`src/rtl/core/bpt_pkg.sv`:
```
// shared types, constants and the microprogram of the compensation block
package bpt_pkg;

   typedef enum logic [1:0] {
      FOP_CVT = 2'd0,
      FOP_ADD = 2'd1,
      FOP_SUB = 2'd2,
      FOP_MUL = 2'd3
   } fop_type;

   typedef logic [4:0] raddr_type;

   typedef struct packed {
      fop_type   op;
      raddr_type dst;
      raddr_type srca;
      raddr_type srcb;
   } instr_type;

   typedef struct packed {
      logic      load_in;
      logic      issue;
      logic      load_out;
      instr_type instr;
   } ctl_cmd_type;

   typedef struct packed {
      logic op_done;
      logic out_free;
   } ctl_sts_type;

   // configuration register indexes
   localparam logic [1:0] CSR_TEMP    = 2'd0;
   localparam logic [1:0] CSR_PRESS_A = 2'd1;
   localparam logic [1:0] CSR_PRESS_B = 2'd2;
   localparam logic [1:0] CSR_PRESS_C = 2'd3;

   localparam int CsrWidth = 48;

   // register file map; the first sixteen are also the conversion source codes
   localparam raddr_type R_T1  = 5'd0;
   localparam raddr_type R_T2  = 5'd1;
   localparam raddr_type R_T3  = 5'd2;
   localparam raddr_type R_P1  = 5'd3;
   localparam raddr_type R_P2  = 5'd4;
   localparam raddr_type R_P3  = 5'd5;
   localparam raddr_type R_P4  = 5'd6;
   localparam raddr_type R_P5  = 5'd7;
   localparam raddr_type R_P6  = 5'd8;
   localparam raddr_type R_P7  = 5'd9;
   localparam raddr_type R_P8  = 5'd10;
   localparam raddr_type R_P9  = 5'd11;
   localparam raddr_type R_P10 = 5'd12;
   localparam raddr_type R_P11 = 5'd13;
   localparam raddr_type R_UP  = 5'd14;
   localparam raddr_type R_UT  = 5'd15;
   localparam raddr_type R_D   = 5'd16;
   localparam raddr_type R_A   = 5'd17;
   localparam raddr_type R_B   = 5'd18;
   localparam raddr_type R_TL  = 5'd19;
   localparam raddr_type R_TL2 = 5'd20;
   localparam raddr_type R_TL3 = 5'd21;
   localparam raddr_type R_C   = 5'd22;
   localparam raddr_type R_O1  = 5'd23;
   localparam raddr_type R_S   = 5'd24;
   localparam raddr_type R_UP2 = 5'd25;
   localparam raddr_type R_E   = 5'd26;
   localparam raddr_type R_F   = 5'd27;

   localparam int NumCvt  = 16;
   localparam int ProgLen = 45;
   localparam logic [5:0] PcLast = 6'(ProgLen - 1);

   function automatic instr_type mk(input fop_type o, input raddr_type d,
                                    input raddr_type a, input raddr_type b);
      instr_type r;
      r.op   = o;
      r.dst  = d;
      r.srca = a;
      r.srcb = b;
      return r;
   endfunction

   // power-of-two scale applied to each converted integer
   function automatic logic signed [11:0] cvt_scale(input raddr_type idx);
      logic signed [11:0] s;
      case (idx)
         R_T1:    s = 12'sd8;
         R_T2:    s = -12'sd30;
         R_T3:    s = -12'sd48;
         R_P1:    s = -12'sd20;
         R_P2:    s = -12'sd29;
         R_P3:    s = -12'sd32;
         R_P4:    s = -12'sd37;
         R_P5:    s = 12'sd3;
         R_P6:    s = -12'sd6;
         R_P7:    s = -12'sd8;
         R_P8:    s = -12'sd15;
         R_P9:    s = -12'sd48;
         R_P10:   s = -12'sd48;
         R_P11:   s = -12'sd65;
         default: s = 12'sd0;
      endcase
      return s;
   endfunction

   function automatic instr_type prog(input logic [5:0] pc);
      instr_type r;
      if (pc < 6'(NumCvt)) begin
         r = mk(FOP_CVT, pc[4:0], pc[4:0], R_T1);
      end else begin
         case (pc)
            6'd16:   r = mk(FOP_SUB, R_D,   R_UT,  R_T1);
            6'd17:   r = mk(FOP_MUL, R_A,   R_D,   R_T2);
            6'd18:   r = mk(FOP_MUL, R_B,   R_D,   R_D);
            6'd19:   r = mk(FOP_MUL, R_B,   R_B,   R_T3);
            6'd20:   r = mk(FOP_ADD, R_TL,  R_A,   R_B);
            6'd21:   r = mk(FOP_MUL, R_TL2, R_TL,  R_TL);
            6'd22:   r = mk(FOP_MUL, R_TL3, R_TL2, R_TL);
            6'd23:   r = mk(FOP_MUL, R_A,   R_P6,  R_TL);
            6'd24:   r = mk(FOP_MUL, R_B,   R_P7,  R_TL2);
            6'd25:   r = mk(FOP_MUL, R_C,   R_P8,  R_TL3);
            6'd26:   r = mk(FOP_ADD, R_O1,  R_P5,  R_A);
            6'd27:   r = mk(FOP_ADD, R_O1,  R_O1,  R_B);
            6'd28:   r = mk(FOP_ADD, R_O1,  R_O1,  R_C);
            6'd29:   r = mk(FOP_MUL, R_A,   R_P2,  R_TL);
            6'd30:   r = mk(FOP_MUL, R_B,   R_P3,  R_TL2);
            6'd31:   r = mk(FOP_MUL, R_C,   R_P4,  R_TL3);
            6'd32:   r = mk(FOP_ADD, R_S,   R_P1,  R_A);
            6'd33:   r = mk(FOP_ADD, R_S,   R_S,   R_B);
            6'd34:   r = mk(FOP_ADD, R_S,   R_S,   R_C);
            6'd35:   r = mk(FOP_MUL, R_S,   R_UP,  R_S);
            6'd36:   r = mk(FOP_MUL, R_UP2, R_UP,  R_UP);
            6'd37:   r = mk(FOP_MUL, R_E,   R_P10, R_TL);
            6'd38:   r = mk(FOP_ADD, R_E,   R_P9,  R_E);
            6'd39:   r = mk(FOP_MUL, R_E,   R_UP2, R_E);
            6'd40:   r = mk(FOP_MUL, R_F,   R_UP2, R_UP);
            6'd41:   r = mk(FOP_MUL, R_F,   R_F,   R_P11);
            6'd42:   r = mk(FOP_ADD, R_E,   R_E,   R_F);
            6'd43:   r = mk(FOP_ADD, R_F,   R_O1,  R_S);
            6'd44:   r = mk(FOP_ADD, R_F,   R_F,   R_E);
            default: r = mk(FOP_ADD, R_F,   R_F,   R_E);
         endcase
      end
      return r;
   endfunction

endpackage

```
`src/rtl/core/bpt_req_if.sv`:
```
// sample channel: valid, ready and the raw pressure and temperature word
interface bpt_req_if;
   logic        valid;
   logic        ready;
   logic [23:0] raw_pressure;
   logic [23:0] raw_temperature;

   modport source (output valid, output raw_pressure, output raw_temperature, input ready);
   modport sink (input valid, input raw_pressure, input raw_temperature, output ready);
endinterface

```
`src/rtl/core/bpt_rsp_if.sv`:
```
// result channel: valid, ready and the compensated reading word
interface bpt_rsp_if;
   logic        valid;
   logic        ready;
   logic [31:0] temperature_bits;
   logic [31:0] pressure_bits;
   logic        reading_toggle;

   modport source (output valid, output temperature_bits, output pressure_bits,
                   output reading_toggle, input ready);
   modport sink (input valid, input temperature_bits, input pressure_bits,
                 input reading_toggle, output ready);
endinterface

```
`src/rtl/core/bpt_fpu.sv`:
```
// binary32 add, subtract, multiply and integer convert, round to nearest even
module bpt_fpu (
   input  logic               clock,
   input  logic               reset,
   input  logic               start,
   input  bpt_pkg::fop_type   op,
   input  logic [31:0]        opa,
   input  logic [31:0]        opb,
   input  logic [23:0]        cvt_mag,
   input  logic               cvt_neg,
   input  logic signed [11:0] cvt_scale,
   output logic               done,
   output logic [31:0]        result
);

   // operand unpack
   logic [7:0]  ea, eb, eua, eub;
   logic [23:0] ma, mb;
   logic [47:0] prod;
   logic signed [11:0] mq;

   // add path
   logic        sbe, swap, sx, sy, eff_sub, aneg;
   logic [23:0] mx, my;
   logic [7:0]  ex, ey, dexp;
   logic [4:0]  dc;
   logic [26:0] bx, by0, bysh, by;
   logic        astk;
   logic [27:0] sum28, amag;
   logic signed [11:0] aq;

   logic [47:0]        ex_w;
   logic signed [11:0] ex_q;
   logic               ex_s, ex_zs;

   logic               s1_v_ff;
   logic [47:0]        s1_w_ff;
   logic signed [11:0] s1_q_ff;
   logic               s1_s_ff;

   logic [5:0]         lead;
   logic               n1_v_ff, n1_s_ff, n1_zero_ff;
   logic [47:0]        n1_w_ff;
   logic signed [11:0] n1_q_ff;
   logic [5:0]         n1_l_ff;

   logic signed [11:0] be, ef, kk;
   logic [6:0]         kc, sh;
   logic [79:0]        x80, y80;
   logic               n2_v_ff, n2_s_ff, n2_zero_ff, n2_ovf_ff, n2_g_ff, n2_st_ff;
   logic [23:0]        n2_mant_ff;
   logic [7:0]         n2_e_ff;

   logic [30:0]        pack, rnd;
   logic               inc;
   logic               done_ff;
   logic [31:0]        res_ff;

   always_comb begin
      ea   = opa[30:23];
      eb   = opb[30:23];
      eua  = (ea == 8'd0) ? 8'd1 : ea;
      eub  = (eb == 8'd0) ? 8'd1 : eb;
      ma   = {(ea != 8'd0), opa[22:0]};
      mb   = {(eb != 8'd0), opb[22:0]};
      prod = 48'(ma) * 48'(mb);
      mq   = $signed({4'b0, eua}) + $signed({4'b0, eub}) - 12'sd300;

      sbe     = opb[31] ^ (op == bpt_pkg::FOP_SUB);
      swap    = eub > eua;
      mx      = swap ? mb : ma;
      my      = swap ? ma : mb;
      ex      = swap ? eub : eua;
      ey      = swap ? eua : eub;
      sx      = swap ? sbe : opa[31];
      sy      = swap ? opa[31] : sbe;
      eff_sub = sx ^ sy;
      dexp    = ex - ey;
      dc      = (dexp > 8'd27) ? 5'd27 : dexp[4:0];
      bx      = {mx, 3'b000};
      by0     = {my, 3'b000};
      bysh    = by0 >> dc;
      astk    = |(by0 & ~({27{1'b1}} << dc));
      by      = {bysh[26:1], bysh[0] | astk};
      sum28   = eff_sub ? ({1'b0, bx} - {1'b0, by}) : ({1'b0, bx} + {1'b0, by});
      aneg    = eff_sub & sum28[27];
      amag    = aneg ? (28'd0 - sum28) : sum28;
      aq      = $signed({4'b0, ex}) - 12'sd153;

      case (op)
         bpt_pkg::FOP_MUL: begin
            ex_w  = prod;
            ex_q  = mq;
            ex_s  = opa[31] ^ opb[31];
            ex_zs = opa[31] ^ opb[31];
         end
         bpt_pkg::FOP_ADD, bpt_pkg::FOP_SUB: begin
            ex_w  = {20'd0, amag};
            ex_q  = aq;
            ex_s  = aneg ? sy : sx;
            // exact cancellation gives +0, like signs keep theirs
            ex_zs = eff_sub ? 1'b0 : sx;
         end
         default: begin
            ex_w  = {24'd0, cvt_mag};
            ex_q  = cvt_scale;
            ex_s  = cvt_neg;
            ex_zs = 1'b0;
         end
      endcase
   end

   always_ff @(posedge clock) begin
      s1_w_ff <= ex_w;
      s1_q_ff <= ex_q;
      s1_s_ff <= (ex_w == 48'd0) ? ex_zs : ex_s;
      if (reset) begin
         s1_v_ff <= 1'b0;
      end else begin
         s1_v_ff <= start;
      end
   end

   // leading one position
   always_comb begin
      lead = 6'd0;
      for (int i = 0; i < 48; i++) begin
         if (s1_w_ff[i]) lead = 6'(i);
      end
   end

   always_ff @(posedge clock) begin
      n1_w_ff    <= s1_w_ff;
      n1_q_ff    <= s1_q_ff;
      n1_s_ff    <= s1_s_ff;
      n1_l_ff    <= lead;
      n1_zero_ff <= (s1_w_ff == 48'd0);
      if (reset) begin
         n1_v_ff <= 1'b0;
      end else begin
         n1_v_ff <= s1_v_ff;
      end
   end

   // pick the result lsb position, subnormals pin the exponent at one
   always_comb begin
      be  = n1_q_ff + $signed({6'd0, n1_l_ff}) + 12'sd127;
      ef  = (be < 12'sd1) ? 12'sd1 : be;
      kk  = ef - n1_q_ff - 12'sd124;
      kc  = (kk > 12'sd79) ? 7'd79 : kk[6:0];
      sh  = kc - 7'd1;
      x80 = {6'd0, n1_w_ff, 26'd0};
      y80 = x80 >> sh;
   end

   always_ff @(posedge clock) begin
      n2_mant_ff <= y80[24:1];
      n2_g_ff    <= y80[0];
      n2_st_ff   <= |(x80 & ~({80{1'b1}} << sh));
      n2_e_ff    <= ef[7:0];
      n2_ovf_ff  <= (ef > 12'sd254);
      n2_s_ff    <= n1_s_ff;
      n2_zero_ff <= n1_zero_ff;
      if (reset) begin
         n2_v_ff <= 1'b0;
      end else begin
         n2_v_ff <= n1_v_ff;
      end
   end

   // hidden bit carries into the exponent field; rounding carry may reach infinity
   always_comb begin
      pack = {n2_e_ff - 8'd1, 23'd0} + {7'd0, n2_mant_ff};
      inc  = n2_g_ff & (n2_st_ff | n2_mant_ff[0]);
      rnd  = pack + {30'd0, inc};
   end

   always_ff @(posedge clock) begin
      if (n2_zero_ff) begin
         res_ff <= {n2_s_ff, 31'd0};
      end else if (n2_ovf_ff) begin
         res_ff <= {n2_s_ff, 8'hFF, 23'd0};
      end else begin
         res_ff <= {n2_s_ff, rnd};
      end
      if (reset) begin
         done_ff <= 1'b0;
      end else begin
         done_ff <= n2_v_ff;
      end
   end

   assign done   = done_ff;
   assign result = res_ff;

endmodule

```
`src/rtl/core/bpt_dp.sv`:
```
// datapath: calibration registers, sample latch, register file, float unit, output word
module bpt_dp (
   input  logic                  clock,
   input  logic                  reset,
   input  bpt_pkg::ctl_cmd_type  cmd,
   output bpt_pkg::ctl_sts_type  sts,
   input  logic                  csr_we,
   input  logic [1:0]            csr_index,
   input  logic [47:0]           csr_wdata,
   input  logic [23:0]           in_raw_pressure,
   input  logic [23:0]           in_raw_temperature,
   input  logic                  out_ready,
   output logic                  out_valid,
   output logic [31:0]           out_temperature_bits,
   output logic [31:0]           out_pressure_bits,
   output logic                  out_reading_toggle
);

   logic [39:0] temp_coeffs_ff;
   logic [47:0] press_a_ff;
   logic [31:0] press_b_ff;
   logic [47:0] press_c_ff;

   logic [23:0] raw_p_ff, raw_t_ff;

   logic [31:0] rf_mem [32];
   logic [31:0] rda_ff, rdb_ff;
   bpt_pkg::instr_type op_ff;
   logic        rd_v_ff;

   logic signed [24:0] sv;
   logic [24:0]        sv_neg;
   logic [23:0]        cmag;
   logic signed [11:0] cscale;

   logic        fpu_done;
   logic [31:0] fpu_res;

   logic [31:0] tl_hold_ff, pr_hold_ff;
   logic        out_v_ff, tog_ff;
   logic [31:0] out_t_ff, out_p_ff;

   always_ff @(posedge clock) begin
      if (reset) begin
         temp_coeffs_ff <= '0;
         press_a_ff     <= '0;
         press_b_ff     <= '0;
         press_c_ff     <= '0;
      end else if (csr_we) begin
         case (csr_index)
            bpt_pkg::CSR_TEMP:    temp_coeffs_ff <= csr_wdata[39:0];
            bpt_pkg::CSR_PRESS_A: press_a_ff     <= csr_wdata;
            bpt_pkg::CSR_PRESS_B: press_b_ff     <= csr_wdata[31:0];
            bpt_pkg::CSR_PRESS_C: press_c_ff     <= csr_wdata;
            default: ;
         endcase
      end
   end

   always_ff @(posedge clock) begin
      if (cmd.load_in) begin
         raw_p_ff <= in_raw_pressure;
         raw_t_ff <= in_raw_temperature;
      end
   end

   // register file: registered two-port read, one write from the float unit
   always_ff @(posedge clock) begin
      if (cmd.issue) begin
         rda_ff <= rf_mem[cmd.instr.srca];
         rdb_ff <= rf_mem[cmd.instr.srcb];
         op_ff  <= cmd.instr;
      end
      if (fpu_done) begin
         rf_mem[op_ff.dst] <= fpu_res;
      end
   end

   always_ff @(posedge clock) begin
      if (reset) begin
         rd_v_ff <= 1'b0;
      end else begin
         rd_v_ff <= cmd.issue;
      end
   end

   // integer source of a conversion
   always_comb begin
      case (op_ff.srca)
         bpt_pkg::R_T1:  sv = {9'd0, temp_coeffs_ff[15:0]};
         bpt_pkg::R_T2:  sv = {9'd0, temp_coeffs_ff[31:16]};
         bpt_pkg::R_T3:  sv = {{17{temp_coeffs_ff[39]}}, temp_coeffs_ff[39:32]};
         bpt_pkg::R_P1:  sv = {{9{press_a_ff[15]}}, press_a_ff[15:0]} - 25'sd16384;
         bpt_pkg::R_P2:  sv = {{9{press_a_ff[31]}}, press_a_ff[31:16]} - 25'sd16384;
         bpt_pkg::R_P3:  sv = {{17{press_a_ff[39]}}, press_a_ff[39:32]};
         bpt_pkg::R_P4:  sv = {{17{press_a_ff[47]}}, press_a_ff[47:40]};
         bpt_pkg::R_P5:  sv = {9'd0, press_b_ff[15:0]};
         bpt_pkg::R_P6:  sv = {9'd0, press_b_ff[31:16]};
         bpt_pkg::R_P7:  sv = {{17{press_c_ff[7]}}, press_c_ff[7:0]};
         bpt_pkg::R_P8:  sv = {{17{press_c_ff[15]}}, press_c_ff[15:8]};
         bpt_pkg::R_P9:  sv = {{9{press_c_ff[31]}}, press_c_ff[31:16]};
         bpt_pkg::R_P10: sv = {{17{press_c_ff[39]}}, press_c_ff[39:32]};
         bpt_pkg::R_P11: sv = {{17{press_c_ff[47]}}, press_c_ff[47:40]};
         bpt_pkg::R_UP:  sv = {1'b0, raw_p_ff};
         bpt_pkg::R_UT:  sv = {1'b0, raw_t_ff};
         default:        sv = '0;
      endcase
      sv_neg = 25'd0 - sv;
      cmag   = sv[24] ? sv_neg[23:0] : sv[23:0];
      cscale = bpt_pkg::cvt_scale(op_ff.srca);
   end

   bpt_fpu u_fpu (
      .clock     (clock),
      .reset     (reset),
      .start     (rd_v_ff),
      .op        (op_ff.op),
      .opa       (rda_ff),
      .opb       (rdb_ff),
      .cvt_mag   (cmag),
      .cvt_neg   (sv[24]),
      .cvt_scale (cscale),
      .done      (fpu_done),
      .result    (fpu_res)
   );

   always_ff @(posedge clock) begin
      if (fpu_done && (op_ff.dst == bpt_pkg::R_TL)) tl_hold_ff <= fpu_res;
      if (fpu_done && (op_ff.dst == bpt_pkg::R_F))  pr_hold_ff <= fpu_res;
   end

   // output word holds until taken, the next sample can run meanwhile
   always_ff @(posedge clock) begin
      if (cmd.load_out) begin
         out_t_ff <= tl_hold_ff;
         out_p_ff <= pr_hold_ff;
      end
      if (reset) begin
         out_v_ff <= 1'b0;
         tog_ff   <= 1'b0;
      end else begin
         if (cmd.load_out) begin
            out_v_ff <= 1'b1;
            tog_ff   <= ~tog_ff;
         end else if (out_ready) begin
            out_v_ff <= 1'b0;
         end
      end
   end

   assign sts.op_done  = fpu_done;
   assign sts.out_free = ~out_v_ff | out_ready;

   assign out_valid            = out_v_ff;
   assign out_temperature_bits = out_t_ff;
   assign out_pressure_bits    = out_p_ff;
   assign out_reading_toggle   = tog_ff;

endmodule

```
`src/rtl/core/bpt_ctrl.sv`:
```
// controller: steps the microprogram through the float unit one operation at a time
module bpt_ctrl (
   input  logic                 clock,
   input  logic                 reset,
   input  logic                 in_valid,
   output logic                 in_ready,
   input  bpt_pkg::ctl_sts_type sts,
   output bpt_pkg::ctl_cmd_type cmd
);

   typedef enum logic [3:0] {
      ST_IDLE   = 4'b0001,
      ST_ISSUE  = 4'b0010,
      ST_WAIT   = 4'b0100,
      ST_FINISH = 4'b1000
   } state_type;

   state_type  state_ff, state_in;
   logic [5:0] pc_ff, pc_in;

   always_comb begin
      state_in     = state_ff;
      pc_in        = pc_ff;
      cmd.load_in  = 1'b0;
      cmd.issue    = 1'b0;
      cmd.load_out = 1'b0;
      cmd.instr    = bpt_pkg::prog(pc_ff);
      in_ready     = 1'b0;
      case (state_ff)
         ST_IDLE: begin
            in_ready = 1'b1;
            if (in_valid) begin
               cmd.load_in = 1'b1;
               pc_in       = 6'd0;
               state_in    = ST_ISSUE;
            end
         end
         ST_ISSUE: begin
            cmd.issue = 1'b1;
            state_in  = ST_WAIT;
         end
         ST_WAIT: begin
            if (sts.op_done) begin
               if (pc_ff == bpt_pkg::PcLast) begin
                  state_in = ST_FINISH;
               end else begin
                  pc_in    = pc_ff + 6'd1;
                  state_in = ST_ISSUE;
               end
            end
         end
         ST_FINISH: begin
            if (sts.out_free) begin
               cmd.load_out = 1'b1;
               state_in     = ST_IDLE;
            end
         end
         default: begin
            state_in = ST_IDLE;
         end
      endcase
   end

   always_ff @(posedge clock) begin
      if (reset) begin
         state_ff <= ST_IDLE;
         pc_ff    <= 6'd0;
      end else begin
         state_ff <= state_in;
         pc_ff    <= pc_in;
      end
   end

endmodule

```
`src/rtl/core/baro_pressure_temp_compensation.sv`:
```
// Barometric compensation top level.
// req_ch carries one raw 24-bit pressure and one raw 24-bit temperature sample;
// rsp_ch returns the compensated temperature (deg C) and pressure (Pa) as binary32
// bit patterns plus a toggle that flips on every reading.
// Calibration is written through csr_we / csr_index / csr_wdata (index 0
// temperature coefficients, 1..3 pressure coefficient groups) while the block
// is idle: the user must keep to this, the block itself does not enforce it.
// One shared binary32 unit runs a 45-operation microprogram (16 conversions,
// 29 add/sub/multiply); each operation passes register file read, operate,
// leading-one search, shift, round and write back before the next is issued.
// A new sample is taken only after the last result word is loaded for output.
// The result sits in an output register: while it waits to be taken the next
// sample is accepted and computed, and only its final load waits for the slot.
// Synchronous reset clears the calibration registers to zero, the toggle to
// zero and drops any pending word; the register file is not cleared.
module baro_pressure_temp_compensation (
   input  logic        clock,
   input  logic        reset,
   bpt_req_if.sink     req_ch,
   bpt_rsp_if.source   rsp_ch,
   input  logic        csr_we,
   input  logic [1:0]  csr_index,
   input  logic [47:0] csr_wdata
);

   bpt_pkg::ctl_cmd_type ctl_cmd;
   bpt_pkg::ctl_sts_type ctl_sts;

   bpt_ctrl u_ctrl (
      .clock    (clock),
      .reset    (reset),
      .in_valid (req_ch.valid),
      .in_ready (req_ch.ready),
      .sts      (ctl_sts),
      .cmd      (ctl_cmd)
   );

   bpt_dp u_dp (
      .clock                (clock),
      .reset                (reset),
      .cmd                  (ctl_cmd),
      .sts                  (ctl_sts),
      .csr_we               (csr_we),
      .csr_index            (csr_index),
      .csr_wdata            (csr_wdata),
      .in_raw_pressure      (req_ch.raw_pressure),
      .in_raw_temperature   (req_ch.raw_temperature),
      .out_ready            (rsp_ch.ready),
      .out_valid            (rsp_ch.valid),
      .out_temperature_bits (rsp_ch.temperature_bits),
      .out_pressure_bits    (rsp_ch.pressure_bits),
      .out_reading_toggle   (rsp_ch.reading_toggle)
   );

`ifndef SYNTH
   // a sample in work blocks the next one
   a_busy_after_accept: assert property (@(posedge clock) disable iff (reset)
      (req_ch.valid && req_ch.ready) |=> !req_ch.ready)
      else $error("sample accepted while busy");

   // one operation in flight in the float unit
   a_single_issue: assert property (@(posedge clock) disable iff (reset)
      ctl_cmd.issue |=> !ctl_cmd.issue)
      else $error("back to back issue");

   // a finished word never overwrites one still waiting
   a_load_into_free: assert property (@(posedge clock) disable iff (reset)
      ctl_cmd.load_out |-> ctl_sts.out_free)
      else $error("output word overwritten");
`endif

endmodule
```
`src/flat_wrapper.sv`:
```
// flat-port wrapper written by rule: the top's interface ports become plain ports
module baro_pressure_temp_compensation_flat 
  (clock, reset, csr_we, csr_index, csr_wdata, req_ch_valid, req_ch_raw_pressure, req_ch_raw_temperature, req_ch_ready, rsp_ch_valid, rsp_ch_temperature_bits, rsp_ch_pressure_bits, rsp_ch_reading_toggle, rsp_ch_ready);
  bpt_req_if req_ch_i ();
  bpt_rsp_if rsp_ch_i ();
  input  logic clock;
  input  logic reset;
  input  logic csr_we;
  input  logic [1:0] csr_index;
  input  logic [47:0] csr_wdata;
  input wire logic [$bits(req_ch_i.valid)-1:0] req_ch_valid;
  input wire logic [$bits(req_ch_i.raw_pressure)-1:0] req_ch_raw_pressure;
  input wire logic [$bits(req_ch_i.raw_temperature)-1:0] req_ch_raw_temperature;
  output wire logic [$bits(req_ch_i.ready)-1:0] req_ch_ready;
  output wire logic [$bits(rsp_ch_i.valid)-1:0] rsp_ch_valid;
  output wire logic [$bits(rsp_ch_i.temperature_bits)-1:0] rsp_ch_temperature_bits;
  output wire logic [$bits(rsp_ch_i.pressure_bits)-1:0] rsp_ch_pressure_bits;
  output wire logic [$bits(rsp_ch_i.reading_toggle)-1:0] rsp_ch_reading_toggle;
  input wire logic [$bits(rsp_ch_i.ready)-1:0] rsp_ch_ready;
  assign req_ch_i.valid = req_ch_valid;
  assign req_ch_i.raw_pressure = req_ch_raw_pressure;
  assign req_ch_i.raw_temperature = req_ch_raw_temperature;
  assign req_ch_ready = req_ch_i.ready;
  assign rsp_ch_valid = rsp_ch_i.valid;
  assign rsp_ch_temperature_bits = rsp_ch_i.temperature_bits;
  assign rsp_ch_pressure_bits = rsp_ch_i.pressure_bits;
  assign rsp_ch_reading_toggle = rsp_ch_i.reading_toggle;
  assign rsp_ch_i.ready = rsp_ch_ready;
  baro_pressure_temp_compensation u_core (.clock(clock), .reset(reset), .req_ch(req_ch_i), .rsp_ch(rsp_ch_i), .csr_we(csr_we), .csr_index(csr_index), .csr_wdata(csr_wdata));
endmodule
```
`config.mk`:
```
export PLATFORM = sky130hd
export DESIGN_NAME = baro_pressure_temp_compensation_flat
export DESIGN_NICKNAME = d
export VERILOG_FILES = /design/src/rtl/core/bpt_pkg.sv /design/src/rtl/core/bpt_req_if.sv /design/src/rtl/core/bpt_rsp_if.sv /design/src/rtl/core/bpt_fpu.sv /design/src/rtl/core/bpt_dp.sv /design/src/rtl/core/bpt_ctrl.sv /design/src/rtl/core/baro_pressure_temp_compensation.sv /design/src/flat_wrapper.sv
export SDC_FILE = /design/constraint.sdc
export NUM_CORES = 2
export LEC_CHECK = 0
export BUFFER_PORTS_ARGS = -buffer_cell sky130_fd_sc_hd__buf_2
export CAP_MARGIN = 10
export CORE_AREA = 2 2 510 512
export CTS_CLUSTER_DIAMETER = 30
export DETAILED_ROUTE_END_ITERATION = 8
export DIE_AREA = 0 0 512 514
export PLACE_DENSITY = 0.54
export SYNTH_ARGS = -nofsm -noshare
export SYNTH_HDL_FRONTEND = slang
export SYNTH_HIERARCHICAL = 1
export SYNTH_SLANG_ARGS = --single-unit
```
`constraint.sdc`:
```
create_clock -name clock -period 34.7 [get_ports clock]
set_clock_uncertainty 0.15 [all_clocks]
set_input_delay 0 -clock clock [delete_from_list [all_inputs] [get_ports clock]]
set_output_delay 0 -clock clock [all_outputs]
set_load 0.05 [all_outputs]
```
---- Yosys cells after proc, flatten, opt, wreduce, memory -nomap -nowiden ----
Memories as Yosys holds them, arrays and structs flattened. A register that Yosys moved wholly into a read port is not among the register bits.
Index checks and enable logic that the tools add are counted.
W data, S select, Z words.
storage, ports and cells
  bits in writable memories ............... 1024
  latch bits .............................. 0
  ROM bits ................................ 1216
  logic and storage cells ................. 242
  output and inout bits ................... 67
  bits of input ports ..................... 103
  memories kept ........................... 3
  register bits after elaboration ......... 571
memory list
  memory              words  width  rd ports  clocked after Yosys merged registers in  write ports  RTL line        RTL
  (no name shown)     64     16     1         1                                        0            bpt_pkg.sv:112  case (pc)
  u_core.u_dp.rf_mem  32     32     2         2                                        1            bpt_dp.sv:26    logic [31:0] rf_mem [32];
  (no name shown)     16     12     1         1                                        0            bpt_pkg.sv:87   case (idx)
cells by class
  bitwise gates (word level) .............. 14
  eq/ne operators ......................... 32
  muxes and demuxes ....................... 93
  $add $sub $neg .......................... 19
  divide/modulo/power cells ............... 0
  reduce and logical (&&, ||, !) cells .... 26
  order comparisons ....................... 6
  multiply operators ...................... 1
  shift-type cells ........................ 4
operators by type and width
  kind                      number
  $pmux W25 S16             1
  $logic_not A48 Y1         2
  $pmux W48 S2              1
  $mux W5                   17
  $mux W4                   21
  $and A74 B80 Y80          1
  $not A80 Y80              1
  $reduce_or A80 Y1         1
  $shl A80 B7 Y80 const A   1
  $shr A74 B7 Y25           1
  $mux W24                  3
  $mux W28                  2
  $mul A24 B24 Y48          1
  $eq A5 B4 Y1 const B      8
  $sub A16 B16 Y17 const B  2
  $mux W8                   4
  $add A31 B1 Y31           1
  $add A31 B24 Y31          1
  $mux W31                  1
  $mux W6                   5
  $add A27 B27 Y28          1
  $sub A1 B28 Y28 const A   1
  $sub A27 B27 Y28          1
  $and A27 B27 Y27          1
  62 further kinds          116

---- Logic depth before layout (Yosys ltp) ----
  depth after elaboration ................. 46
  gate-level depth with buffers ........... 62

---- Modules after synthesis ----
The synthesis kept the hierarchy.
by module, submodules not included
  module    instances  cells each  area each (µm²)
  bpt_dp    1          3344        63276.9
  bpt_fpu   1          4632        37280.8
  bpt_ctrl  1          248         2064.5

---- Worst setup path before layout ----
OpenSTA, ideal clock, no wires.
  path kind ............................... flip-flop to flip-flop
  start ................................... register u_core.u_dp.rda_ff[30], read port of u_core.u_dp.rf_mem
  end ..................................... register u_core.u_dp.u_fpu.s1_s_ff
  slack ................................... 22.439 ns
  required time ........................... 34.477 ns
  buffers on the path ..................... 10
  stages on the path, launching flop included .. 58
  arrival time ............................ 12.038 ns
  cells stage by stage .................... edfxtp_1 > nor3_1 > a31oi_1 > inv_1 > ha_1 > nor4_4 > a211oi_2 > nor2_4 > buf_2 > buf_1 > clkbuf_1 > buf_1 > clkbuf_1 > buf_1 > mux2i_1 > ha_1 > inv_1 > o31ai_2 > [... 22 more ...] > o21ai_0 > a211o_1 > a2111o_1 > o221ai_1 > nor2_1 > nor3_1 > a21oi_1 > a211oi_1 > o311ai_1 > or3_1 > or4_1 > o41ai_2 > xor2_1 > o21ai_0 > nor4b_1 > nand4_1 > and2_1 > o211ai_2
on the way
  longest elaborated chain between the ends .. 19
  elaborated cells between the ends (all ways) .. 34
RTL lines
  item                                                         RTL line                      RTL
  start: declaration                                           bpt_dp.sv:27                  logic [31:0] rda_ff, rdb_ff;
  $logic_not A8 Y1                                             bpt_fpu.sv:62                 eua = (ea == 8'd0) ? 8'd1 : ea;
  $mux W8                                                      bpt_fpu.sv:62
  $gt A8 B8 Y1                                                 bpt_fpu.sv:70                 swap = eub > eua;
  $mux W8 (on tied branches)                                   bpt_fpu.sv:73, bpt_fpu.sv:74
  $sub A8 B8 Y8                                                bpt_fpu.sv:78                 dexp = ex - ey;
  $gt A8 B5 Y1                                                 bpt_fpu.sv:79                 dc = (dexp > 8'd27) ? 5'd27 : dexp[4:0];
  $mux W5                                                      bpt_fpu.sv:79
  $shl A27 B5 Y27                                              bpt_fpu.sv:83                 astk = |(by0 & ~({27{1'b1}} << dc));
  [... 4 more ...]                                             --
  $add A27 B27 Y28 / $sub A27 B27 Y28 (equally long branches)  bpt_fpu.sv:85                 sum28 = eff_sub ? ({1'b0, bx} - {1'b0, by}) : ({1'b0, bx} + {1'b0, by});
  $mux W28                                                     bpt_fpu.sv:85
  $sub A1 B28 Y28 / $and A1 B1 Y1 (equally long branches)      bpt_fpu.sv:87, bpt_fpu.sv:86
  $mux W28                                                     bpt_fpu.sv:87                 amag = aneg ? (28'd0 - sum28) : sum28;
  $pmux W48 S2 *                                               bpt_fpu.sv:90                 case (op)
  net u_core.u_dp.u_fpu.ex_w[25]                               bpt_fpu.sv:32                 logic [47:0] ex_w;
  $logic_not A48 Y1 *                                          bpt_fpu.sv:116                s1_s_ff <= (ex_w == 48'd0) ? ex_zs : ex_s;
  $mux W1 *                                                    bpt_fpu.sv:116
  end signal: assignment                                       bpt_fpu.sv:116
  end: declaration                                             bpt_fpu.sv:39                 logic s1_s_ff;
The timed path passes the listed nets; every way through them passes the cells marked *.
A chain may end at the register's enable or synchronous reset.

---- Final worst setup path ----
  start ................................... register u_core.u_dp.rda_ff[28], read port of u_core.u_dp.rf_mem
  end ..................................... register u_core.u_dp.u_fpu.s1_s_ff
Same word-level chain as after synthesis.

==> impl_results.md <==
* Outcome: finished, final reports clean
* Clock share of power at 36.6%
* Synth area leader: edfxtp_1
* IO Count at 170
* Main area contributors after synthesis: edfxtp_1 37%, mux4_2 14%, fa_1 9.5%
* Worst-path clk slew at 40 ps
* TNS Setup at 0 ps
* Flop pwr share at 24.5%
* TritonCTS clock tree: built
* H-tree depth at 5
* Crit Path Class: register to register
* All-Layer GR Usage at 25.5%
* Die Span Y at 514 µm
* Initial antenna violation count at 21
* Postcts setup bufs at 0
* Sw Pwr at 3.74 mW
* Reg2reg path depth at 47
* First-pass GRT wire length at 498 mm
* Critical path arrival at 13,950 ps
* Hold Vio Cnt, Final at 0
* Synthesized area at 103,000 µm²
* DR DRC count at 0
* Post-synth EDFFs at 1,276
* Yosys top cell area share at 37.3%
* Commonest non-fill, non-tap cell in the layout: edfxtp_1
* I/O Buffers at 169
* Slew margin rel. at 17.3%
* Number of CTS-inserted buffers at 367
* Slew Viols, Final at 0
* Worst-path fanout max at 49
* Syn Area/Cell at 12.5 µm²
* Leak at 45.4 nW
* Crit path launch type: register
* Sequential-to-total area share from yosys stat at 45.3%
* Crit path from: u_core/u_dp/rda_ff[28]
* CP required at 35,330 ps
* Switching part of the total at 38.4%
* Yosys cell types at 134
* Placer congestion estimate at 0.893
* Pre-antenna DRT Iters at 8
* WL final at 341 mm
* Initial Util at 39.8%
* Number of synthesized register bits at 1,683
* Hold path depth at 5
* Ys flop type: edfxtp_1
* Setup crit end kind: register
* Largest net degree at the start of global routing at 125
* Final Critical Period at 13,320 ps
* Synth async-reset ratio at 0%
* Total gr overflow at 0
* Pwr Density at 79.7 nW/µm²
* Clock Root Buffer: clkbuf_16
* Crit-path max cell delay at 910 ps
* Most frequent cells in the layout: 1,276 x edfxtp_1, 1,024 x nand2_1, 690 x inv_1, 644 x mux4_2, 486 x fa_1
* Vias per cell at 5.83
* RSZ-0062 raised after global routing: false
* Logic gate share of total power at 38.9%
* Clk Latency, worst-skew pair at 910 ps
* CTS sink cnt at 1,683
* Layout Nets at 9,529
* Cell Rows at 187
* Peak supply drop at 0.239 mV
* Vias in the first global route at 73,549
* Slowest cell on the critical path: nor2_1
* F_max at 0.0751 GHz
* Post-layout util at 47.4%
* Cells after Synth at 8,224
* Net count after synthesis at 9,125
* DR iter-0 viols at 7,625
* CP most frequent cell: a21oi_1
* Endpoints failing setup at 0
* Min-delay src: req_ch_valid
* Internal power at 6.01 mW
* WL/cell at 27.6 µm
* Hold Crit Class: input port to register
* Core outline area at 258,000 µm²
* Final HPWL DP at 218 mm
* Chip width at 512 µm
* R2r startpoint: u_core/u_dp/rda_ff[28]
* Remaining antenna violation count at 0
* CTS Buffer Depth at 4
* Synth Warn # at 6
* Area delta synth->final at 19.1%
* Die area at 263,000 µm²
* Layout cells sized above 1 at 21.1%
* Worst-Margin Slew at 1240 ps
* Number of max-cap violations at 0
* Routed via count at 71,991
* Final worst-path cycle share at 38.4%
[repair_timing]
item	in CTS	in global routing
gates resized for setup	0	0
hold buffers	209	0
endpoints found under the hold margin	315	0
[metal layers]
metal  vias to the layer above  GRT usage [%]  wire (µm)
met3                       602           3.81      24700
met1                     37368           35.3     144000
met4                         2           8.89      12200
li1                      30932              -          -
met5                         -              0         13
met2                      3087           41.1     160000
[power groups by stage]
stage | logic [mW] | registers (mW) | clock network, mW
2_1_floorplan | 2.47 | 2.39 | 0
3_3_place_gp | 3.71 | 2.42 | 0
3_5_place_dp | 3.71 | 2.42 | 0
4_1_cts | 3.75 | 2.39 | 3.61
5_1_grt | 4.07 | 2.39 | 3.71
6_report | 3.79 | 2.38 | 3.57
[worst max-delay path, delay by kind of cell (launching register included)]
| kind | cells | cell delay, ps |
|---|---|---|
| buffers and inverters | 4 | 1030 |
| adder cells (fa/ha/maj) | 3 | 950 |
| flip-flops | 1 | 440 |
| AO/OA/AOI/OAI | 22 | 5600 |
| AND/OR/NAND/NOR | 16 | 4420 |
| multiplexers | 1 | 450 |
| XOR/XNOR | 1 | 180 |
[flip-flops by register name, summed over array words and instances, names as in the netlist, 40 cells and up, named ones only]
| signal | count |
|---|---|
| u_core/u_dp/rf_mem | 1024 |
| u_core/u_dp/u_fpu/s1_w_ff | 48 |
| u_core/u_dp/press_c_ff | 48 |
| u_core/u_dp/temp_coeffs_ff | 40 |
| u_core/u_dp/press_a_ff | 48 |
| u_core/u_dp/u_fpu/n1_w_ff | 48 |
[synth_stat cells, types with 19 or more instances]
cell and number:
o22ai_1 32, nor3_1 96, a21oi_1 429, buf_1 58, a31oi_1 35, a21o_1 44
inv_1 691, o21bai_1 38, edfxtp_1 1276, nand4_1 36, fa_1 486, mux4_2 644
and2_1 210, mux2i_1 250, ha_1 312, a211oi_1 54, xnor2_1 80, dfxtp_1 407
xor2_1 76, buf_2 54, nand3_1 99, o211ai_1 27, nor2b_1 51, o21ai_0 159
nand2_1 1028, o31ai_1 19, mux2_2 110, nor2_1 376, nand3b_1 22, buf_6 20
or3_1 30, nor4_1 39, nand2b_1 49, and3_1 46, o21a_1 25, clkbuf_1 396
a22oi_1 29
[area by class of cell]
class	count	area [µm²]
antenna	6	15.0
clock buffer	435	9780
clock inverter	241	2990
fill	22808	136000
inverter	698	2630
multi-input combinational	5306	51600
sequential	1683	46500
tap	3402	4260
timing repair buffer	572	4490
[cell families (layout without fill, tap and decap cells)]
group                    count (synthesis)  in the layout  synth area share [%]
AO/OA/AOI/OAI                         1136           1136                  7.29
XOR/XNOR                               158            158                  1.37
adder cells (fa/ha/maj)                800            800                  13.3
buffers and inverters                 1235           1946                  4.77
flip-flops                            1683           1683                  45.3
multiplexers                          1009           1009                  17.9
other                                    0              6                     0
AND/OR/NAND/NOR                       2203           2203                  10.1
[worst paths after layout]
kind	end	slack, ps
worst max-delay path	u_core/u_dp/u_fpu/s1_s_ff	21380
worst min-delay path	u_core/u_ctrl/pc_ff[5]	70
worst max register to register	u_core/u_dp/u_fpu/s1_s_ff	21380
worst min register to register	u_core/u_dp/u_fpu/n1_q_ff[5]	160
[metrics by stage]
stage                     total power, mW  cells  cell area (µm²)  worst slack, ps  hold slack (ps)
after global placement               6.13  11447           107000            21710             26.2
after CTS                            9.75  12332           122000            21540             12.0
after floorplan                      4.86   8224           103000            22440            -78.4
after global routing                 10.2  12338           122000            20280              121
after detailed placement             6.13  11447           107000            21560             28.1
final                                9.74  12343           122000            21380             73.4
No activity file was read; power rests on OpenSTA's default activity.
